**config.mk**
```make
export PLATFORM = sky130hd
export DESIGN_NAME = hex_rle_frame_decoder_core
export DESIGN_NICKNAME = d
export VERILOG_FILES = /design/src/hrle_pkg.sv /design/src/hrle_out_fifo.sv /design/src/hex_rle_frame_decoder_core.sv
export SDC_FILE = /design/constraint.sdc
export NUM_CORES = 1
export LEC_CHECK = 0
export BUFFER_PORTS_ARGS = -buffer_cell sky130_fd_sc_hd__buf_2
export CORE_MARGIN = 2
export CORE_UTILIZATION = 44
export CTS_CLUSTER_SIZE = 28
export DETAILED_ROUTE_END_ITERATION = 8
export PLACE_DENSITY_LB_ADDON = 0.1
export REMOVE_ABC_BUFFERS = 1
export SLEW_MARGIN = 0
export SYNTH_ARGS = -nofsm -noshare
export SYNTH_HDL_FRONTEND = slang
export SYNTH_SLANG_ARGS = --single-unit
```
**constraint.sdc**
```tcl
create_clock -name clk -period 7.8 [get_ports clk]
set_clock_uncertainty 0.15 [all_clocks]
set_input_delay 0 -clock clk [delete_from_list [all_inputs] [get_ports clk]]
set_output_delay 0 -clock clk [all_outputs]
set_load 0.03 [all_outputs]
```
**src/hrle_pkg.sv**
```systemverilog
package hrle_pkg;

  localparam int unsigned QDEPTH = 4;
  localparam int unsigned QPTR_W = 2;
  localparam int unsigned QCNT_W = 3;

  localparam logic [15:0] FRAME_PIXELS_RST = 16'd2000;
  localparam logic [15:0] FRAME_INDEX_RST  = 16'd1;

  localparam logic [7:0] CH_SPACE = 8'h20;
  localparam logic [7:0] CH_CR    = 8'h0D;
  localparam logic [7:0] CH_LF    = 8'h0A;
  localparam logic [7:0] CH_0     = 8'h30;
  localparam logic [7:0] CH_9     = 8'h39;
  localparam logic [7:0] CH_A     = 8'h41;
  localparam logic [7:0] CH_F     = 8'h46;

  // number of run descriptors one character pushes
  localparam logic [1:0] PUSH_NONE = 2'd0;
  localparam logic [1:0] PUSH_ONE  = 2'd1;
  localparam logic [1:0] PUSH_TWO  = 2'd2;

  typedef struct packed {
    logic [6:0]  run_count;
    logic        lit;
    logic [15:0] frame_index;
    logic        end_of_frame;
    logic        last;
  } run_t;

  typedef struct packed {
    logic [1:0] n;
    run_t       first;
    run_t       second;
  } push_t;

  function automatic logic [3:0] nibble_of(input logic [7:0] ch);
    logic [7:0] d;
    d = 8'h00;
    if (ch >= CH_0 && ch <= CH_9) begin
      d = ch - CH_0;
    end else if (ch >= CH_A && ch <= CH_F) begin
      d = ch - CH_A + 8'd10;
    end
    return d[3:0];
  endfunction

endpackage

```
**src/hrle_out_fifo.sv**
```systemverilog
module hrle_out_fifo
  import hrle_pkg::*;
(
  input  logic              clk,
  input  logic              rst_n,
  input  push_t             push,
  input  logic              pop,
  output run_t              head,
  output logic [QCNT_W-1:0] count
);

  run_t              mem [QDEPTH];
  logic [QPTR_W-1:0] wr_r, wr_nxt;
  logic [QPTR_W-1:0] rd_r, rd_nxt;
  logic [QCNT_W-1:0] cnt_r, cnt_nxt;

  always_comb begin
    wr_nxt  = wr_r + QPTR_W'(push.n);
    rd_nxt  = rd_r + QPTR_W'(pop);
    cnt_nxt = cnt_r + QCNT_W'(push.n) - QCNT_W'(pop);
  end

  always_ff @(posedge clk) begin
    if (!rst_n) begin
      wr_r  <= '0;
      rd_r  <= '0;
      cnt_r <= '0;
    end else begin
      wr_r  <= wr_nxt;
      rd_r  <= rd_nxt;
      cnt_r <= cnt_nxt;
    end
  end

  always_ff @(posedge clk) begin
    if (push.n != PUSH_NONE) begin
      mem[wr_r] <= push.first;
    end
    if (push.n == PUSH_TWO) begin
      mem[wr_r + QPTR_W'(1)] <= push.second;
    end
  end

  assign head  = mem[rd_r];
  assign count = cnt_r;

endmodule

```
**src/hex_rle_frame_decoder_core.sv**
```systemverilog
// Output: a run descriptor enters the result queue when the character that completes
//   its byte is accepted; a split run queues its remainder behind the closing part.
// Throughput: one character per cycle while in_stall is low; a four-entry result
//   queue decouples the sides, and a split run takes two of its entries.
// Reset (rst_n low, synchronous): queue empty, no nibble held, position 0,
//   frame index 1, frame size 2000.
module hex_rle_frame_decoder_core
  import hrle_pkg::*;
(
  input  logic        clk,
  input  logic        rst_n,
  // character input
  input  logic        in_valid,
  output logic        in_stall,
  input  logic [7:0]  in_char_code,
  // run descriptor output
  output logic        out_valid,
  input  logic        out_stall,
  output logic [6:0]  out_run_count,
  output logic        out_lit,
  output logic [15:0] out_frame_index,
  output logic        out_end_of_frame,
  output logic        out_last,
  // frame size register
  input  logic        cfg_write_en,
  input  logic [15:0] cfg_write_data
);

  // decoder state
  logic        pend_r, pend_nxt;
  logic [3:0]  hi_r, hi_nxt;
  logic [15:0] pos_r, pos_nxt;
  logic [15:0] frm_r, frm_nxt;
  logic [15:0] fpix_r;

  logic              in_acc;
  logic              is_ws;
  logic [3:0]        nib;
  logic [7:0]        byte_v;
  logic [6:0]        len;
  logic [15:0]       pos_c;
  logic [16:0]       sum;
  logic              crossing;
  logic [15:0]       closing16;
  logic [6:0]        closing;
  logic [6:0]        rest;
  logic [15:0]       frm_inc;
  push_t             push;
  run_t              head;
  logic [QCNT_W-1:0] q_count;
  logic              out_acc;

  // Stall while the queue might not hold a split run (two entries).
  assign in_stall = q_count > QCNT_W'(QDEPTH - 2);
  assign in_acc   = in_valid && !in_stall;
  assign out_acc  = out_valid && !out_stall;

  assign is_ws  = (in_char_code == CH_SPACE) || (in_char_code == CH_CR) ||
                  (in_char_code == CH_LF);
  assign nib    = nibble_of(in_char_code);
  assign byte_v = {hi_r, nib};
  assign len    = byte_v[6:0];

  // A position left beyond a lowered frame size counts as the frame end.
  assign pos_c     = (pos_r > fpix_r) ? fpix_r : pos_r;
  assign sum       = {1'b0, pos_c} + 17'(len);
  assign crossing  = sum > {1'b0, fpix_r};
  // only used when crossing, where it is below len and fits 7 bits
  assign closing16 = fpix_r - pos_c;
  assign closing   = closing16[6:0];
  assign rest      = len - closing;
  assign frm_inc   = frm_r + 16'd1;

  always_comb begin
    pend_nxt = pend_r;
    hi_nxt   = hi_r;
    pos_nxt  = pos_r;
    frm_nxt  = frm_r;

    push.n                   = PUSH_NONE;
    push.first.run_count     = len;
    push.first.lit           = byte_v[7];
    push.first.frame_index   = frm_r;
    push.first.end_of_frame  = 1'b0;
    push.first.last          = 1'b1;
    push.second.run_count    = rest;
    push.second.lit          = byte_v[7];
    push.second.frame_index  = frm_inc;
    push.second.end_of_frame = 1'b0;
    push.second.last         = 1'b1;

    if (in_acc && !is_ws) begin
      if (!pend_r) begin
        // first nibble of a byte: hold it
        pend_nxt = 1'b1;
        hi_nxt   = nib;
      end else begin
        pend_nxt = 1'b0;
        if (crossing) begin
          // closing part ends this frame, remainder opens the next
          push.n                  = PUSH_TWO;
          push.first.run_count    = closing;
          push.first.end_of_frame = 1'b1;
          push.first.last         = 1'b0;
          frm_nxt                 = frm_inc;
          pos_nxt                 = 16'(rest);
        end else begin
          push.n  = PUSH_ONE;
          pos_nxt = sum[15:0];
        end
      end
    end
  end

  always_ff @(posedge clk) begin
    if (!rst_n) begin
      pend_r <= 1'b0;
      hi_r   <= '0;
      pos_r  <= '0;
      frm_r  <= FRAME_INDEX_RST;
      fpix_r <= FRAME_PIXELS_RST;
    end else begin
      pend_r <= pend_nxt;
      hi_r   <= hi_nxt;
      pos_r  <= pos_nxt;
      frm_r  <= frm_nxt;
      if (cfg_write_en) begin
        fpix_r <= cfg_write_data;
      end
    end
  end

  hrle_out_fifo u_fifo (
    .clk   (clk),
    .rst_n (rst_n),
    .push  (push),
    .pop   (out_acc),
    .head  (head),
    .count (q_count)
  );

  assign out_valid        = q_count != '0;
  assign out_run_count    = head.run_count;
  assign out_lit          = head.lit;
  assign out_frame_index  = head.frame_index;
  assign out_end_of_frame = head.end_of_frame;
  assign out_last         = head.last;

endmodule

```
After elaboration in Yosys (flattened, before gate mapping)
Memory sizes are Yosys's and may differ from the RTL's. A register that Yosys moved wholly into a read port is not among the register bits.
Cells that the tools add are included.

cells by class
  add/sub/neg operators = 12
  $lt $le $gt $ge = 7
  equal/unequal tests = 4
  multiplexer cells = 16
  reduce and logical (&&, ||, !) cells = 15
  bitwise logic cells = 1

operators with widths
  kind                     number
  $mux W16                 2
  $mux W9                  2
  $add A16 B7 Y17          1
  $gt A17 B16 Y1           1
  $add A16 B1 Y16 const B  1
  $eq A8 B4 Y1 const B     2
  $gt A16 B16 Y1           1
  $sub A7 B7 Y7            2
  $eq A8 B6 Y1 const B     1
  $ge A8 B6 Y1 const B     1
  $ge A8 B7 Y1 const B     1
  $le A8 B6 Y1 const B     1
  $le A8 B7 Y1 const B     1
  $mux W2                  4
  $mux W4                  2
  $sub A4 B1 Y4 const B    2
  $mux W7                  1
  $logic_and A1 B1 Y1      5
  $mux W1                  5
  $add A4 B4 Y4 const B    1
  $reduce_and A2 Y1        2
  $add A3 B2 Y3            1
  $gt A3 B2 Y1 const B     1
  $logic_not A1 Y1         3
  10 further kinds         11

storage, ports and cells
  memories kept = 1
  output and inout port bits = 28
  memory bits (writable) = 104
  bits in registers = 60
  logic and storage cells = 64

memories
  name        words  width  rd ports  clocked after Yosys merged registers in  wr ports  line                 text
  u_fifo.mem  4      26     1         1                                        2         hrle_out_fifo.sv:12  run_t mem [QDEPTH];

Longest topological paths before layout
  word-level depth = 12
  mapped depth = 34
  depth with buffers taken out = 33

Hierarchy
Synthesis repeated with hierarchy kept, for this count alone.

unflattened totals
  cell total of the unflattened synthesis = 855
  area total of the unflattened synthesis = 10187.3 sq um

modules (own cells, without submodules)
  module                      cells an instance  seq. area each (sq um)  times used  area each (sq um)
  hrle_out_fifo               293                3263.1                  1           5535.3
  hex_rle_frame_decoder_core  562                1061.0                  1           4652.0

Least setup slack after synthesis
No wires, ideal clock.

  kind = flip-flop to flip-flop
  from = reg fpix_r[14]
  to = reg u_fifo.cnt_r[2] (netlist: u_fifo.count[2])
  setup slack = 638 ps
  clock period less this slack = 7162 ps
  buffers on the path = 2
  arrival = 6884 ps
  stages on the path, launching flop included = 34
  path through = dfxtp_1 -> inv_1 -> ha_1 -> nand4_2 -> nor2_1 -> a2111o_1 -> a211o_2 -> nand2_1 -> clkbuf_1 -> nand2_1 -> o21ai_0 -> ha_1 -> inv_1 -> fa_1 -> nor2b_1 -> o21a_1 -> o21ai_1 -> a2111oi_0 -> xnor2_1 -> mux2i_1 -> ha_1 -> a21o_1 -> a21o_1 -> a2111oi_0 -> o2111ai_1 -> nand3_2 -> a31oi_1 -> buf_2 -> inv_1 -> ha_1 -> fa_1 -> xnor2_1 -> xnor2_1 -> nor2_1

between the ends
  longest elaborated chain between the ends = 9

ends and longest elaborated chain
  element                   line                               text
  start: declaration        hex_rle_frame_decoder_core.sv:34   logic [15:0] fpix_r;
  start signal: assignment  hex_rle_frame_decoder_core.sv:128  fpix_r <= cfg_write_data;
  $gt A16 B16 Y1            hex_rle_frame_decoder_core.sv:65   assign pos_c = (pos_r > fpix_r) ? fpix_r : pos_r;
  $mux W16                  hex_rle_frame_decoder_core.sv:65
  $add A16 B7 Y17           hex_rle_frame_decoder_core.sv:66   assign sum = {1'b0, pos_c} + 17'(len);
  $gt A17 B16 Y1 *          hex_rle_frame_decoder_core.sv:67   assign crossing = sum > {1'b0, fpix_r};
  $mux W2 *                 hex_rle_frame_decoder_core.sv:99   if (crossing) begin
  $mux W9 *                 hex_rle_frame_decoder_core.sv:93   if (!pend_r) begin
  $mux W9 *                 hex_rle_frame_decoder_core.sv:92   if (in_acc && !is_ws) begin
  $add A3 B2 Y3 *           hrle_out_fifo.sv:20                cnt_nxt = cnt_r + QCNT_W'(push.n) - QCNT_W'(pop);
  $sub A3 B1 Y3 *           hrle_out_fifo.sv:20
  end signal: assignment    hrle_out_fifo.sv:31                cnt_r <= cnt_nxt;
  end: declaration          hrle_out_fifo.sv:15                logic [QCNT_W-1:0] cnt_r, cnt_nxt;

Mark *: on every way between the ends. The rest lies on a longest branch, timed or not.
A chain may end at the register's enable or synchronous reset.

Final worst setup path
  from = reg fpix_r[7]
  to = reg u_fifo.cnt_r[2] (netlist: u_fifo.count[2])

The elaborated chain is that of the path after synthesis.

==> metrics.csv <==
metric;value;unit
CTS Root Buffer Type;clkbuf_16;
Worst Path Required;7960;ps
status;completed;
CP top delay family;compound AO/OA/AOI/OAI gates;
Setup Viol. Count Final;0;
Worst setup EP type;flip-flop;
H-Tree Depth;4;
Synth area leaders;edfxtp_1, dfxtp_1, ha_1, a21oi_1, mux4_2;
cell area after synthesis;10400;µm²
top cell type by total area after synthesis;edfxtp_1;
Seq/Total Area, Yosys;0.408;
Synth Flop Type;edfxtp_1;
Area Overhead vs Synth;14.5;%
CP max stage delay;480;ps
Reg clk slew, reported paths;70;ps
Worst Path Arrival;7520;ps
Die W;158;µm
drt drc;0;
HP Class;input pin to flip-flop;
fill count;2189;
initial drt markers;571;
I/O pin count;57;
Crit path top cell by count;ha_1;
Final HPWL DP;18900;µm
yosys warns;0;
first-pass GRT wire length;44400;µm
critical-path maximum fanout;21;
WL/cell;18.8;µm
sum of buffers and inverters on the critical path;4;
Chip Height;158;µm
Power, Total;0.00254;W
DRT antenna net count;0;
Vias/cell;5.68;
Final Max Slew Viols;0;
Clock Tree Buf Depth;2;
WL final;28100;µm
Total GRT Usage;0.234;
Worst path slowest cell;or3b_2;
slew margin rel.;0.253;
Setup CP Type;flip-flop to flip-flop;
Clock Latency Late Sink;430;ps
Final Hold Viols;0;
max_cap viols;0;
Max VDD drop;0.133;mV
core box area;23300;µm²
layout cells sized above 1;0.144;
top cell type's share of synthesized area;0.277;
Die ar.;24900;µm²
Num Clock Sinks;164;
Tcrit/Tclk final;0.944;
setup TNS;0;ps
first drt pass iteration count;5;
CTS tree;built;
Synth Register Bits;164;
vias;8502;
Critical Path Source Type;flip-flop;
largest net degree at the start of global routing;38;
initial antenna violation count;0;
Post-synth EDFFs;96;
port bufs;56;
Util after Layout;0.511;
# diodes;0;
gr ovfl total;0;
row cnt;56;
CTS buffer count;17;
Leak;4.51;nW
Fmax;136;MHz
vias in the first global route;8165;
top post-synthesis cells by count;a21oi_1, edfxtp_1, nand2_1, nand3_1, o21ai_0;
unrepaired setup endpoints after global routing;no;
routability-driven placement congestion ratio;0.848;
min Tclk post-route;7370;ps
Final #Nets;1259;
Gate Count Post-Synth;1107;
count leader, synth;a21oi_1;
Async S/R FF share, synth;0;
Initial Utilization;0.446;
Syn Area/Cell;9.40;µm²
power per cell area;213;nW/µm²
Synth cell types;66;
worst slew pin tran;1120;ps
## stage by stage
step | worst slack (ps) | std cells | hold slack [ps] | area (µm²)
2_1_floorplan | 83.8 | 1029 | -88.1 | 10100
3_3_place_gp | 461 | 1434 | 71.2 | 11000
3_5_place_dp | 395 | 1434 | 76.1 | 11000
4_1_cts | 362 | 1497 | 8.63 | 11900
5_1_grt | 34.2 | 1497 | 24.3 | 11900
6_report | 434 | 1497 | 7.31 | 11900
## cell type report
cell class / count / area, µm² / share of cell area
clock inverters: 14 / 143 / 0.0120
inverters: 69 / 259 / 0.0217
flip-flops and latches: 164 / 4250 / 0.356
well taps: 319 / 399 / 0.0335
multi-input cells: 796 / 5620 / 0.472
repair buffers: 117 / 816 / 0.0685
clock buffers: 18 / 429 / 0.0360
## what timing repair did
| action | 4_1_cts | 5_1_grt |
|---|---|---|
| hold buffers | 31 | 0 |
| resized for setup | 0 | 1 |
| endpoints found under the setup margin | 0 | 1 |
| hold endpoints to repair | 20 | 0 |
| setup buffers | 0 | 0 |
## tightest hold or removal path: stages
cell and delay (ps):
buf_2 290, mux2i_1 190, nor2_1 70
## power breakdown
part / internal (W) / switching [W] / total (W)
clock network: 0.000450 / 0.000386 / 0.000837
logic: 0.000285 / 0.000433 / 0.000719
registers: 0.000954 / 0.0000301 / 0.000984
## flip-flops by register name (all words and copies together), names as in the netlist
| name | cells |
|---|---|
| u_fifo.rd_r | 2 |
| fpix_r | 16 |
| pos_r | 16 |
| u_fifo.mem | 104 |
| hi_r | 4 |
| frm_r | 16 |
| u_fifo.count | 3 |
| pend_r | 1 |
| u_fifo.wr_r | 2 |
## worst paths after layout
kind	start	cells after the start	endpoint	slack [ps]
setup / recovery	fpix_r[7]	31	u_fifo.count[2]	430
hold / removal	cfg_write_en	3	fpix_r[14]	7
setup reg to reg	fpix_r[7]	31	u_fifo.count[2]	430
hold reg to reg	u_fifo.mem[0][1]	2	u_fifo.mem[0][1]	320
## per-layer routing
layer | vias to the layer above | routed length [µm] | track usage | share of wire
li1 | 4200 | - | - | -
met1 | 4072 | 12900 | 0.311 | 0.46
met2 | 206 | 13800 | 0.403 | 0.49
met3 | 24 | 1160 | 0.0315 | 0.041
met4 | 0 | 310 | 0.0563 | 0.011
met5 | - | 0 | 0 | 0
## layout by cell type (no fill, tap or decap), drive strengths merged, types with 31 or more instances in the layout
| cell type | Yosys | layout |
|---|---|---|
| a21oi | 121 | 121 |
| buf | 26 | 86 |
| dfxtp | 68 | 68 |
| dlygate4sd3 | 0 | 31 |
| edfxtp | 96 | 96 |
| ha | 61 | 61 |
| inv | 65 | 72 |
| nand2 | 81 | 81 |
| nand3 | 82 | 82 |
| nor2 | 60 | 60 |
| o21ai | 75 | 75 |
## kinds of logic (layout without fill, tap and decap cells)
family	after synthesis	count (layout)	synth area share
xor+xnor	34	34	0.0299
simple gates	312	312	0.151
fa+ha+maj	65	65	0.0810
buf+inv	147	218	0.0552
mux	48	48	0.0775
compound gates	337	337	0.198
flops	164	164	0.408
Note: power is estimated with default switching activity, not from simulation.
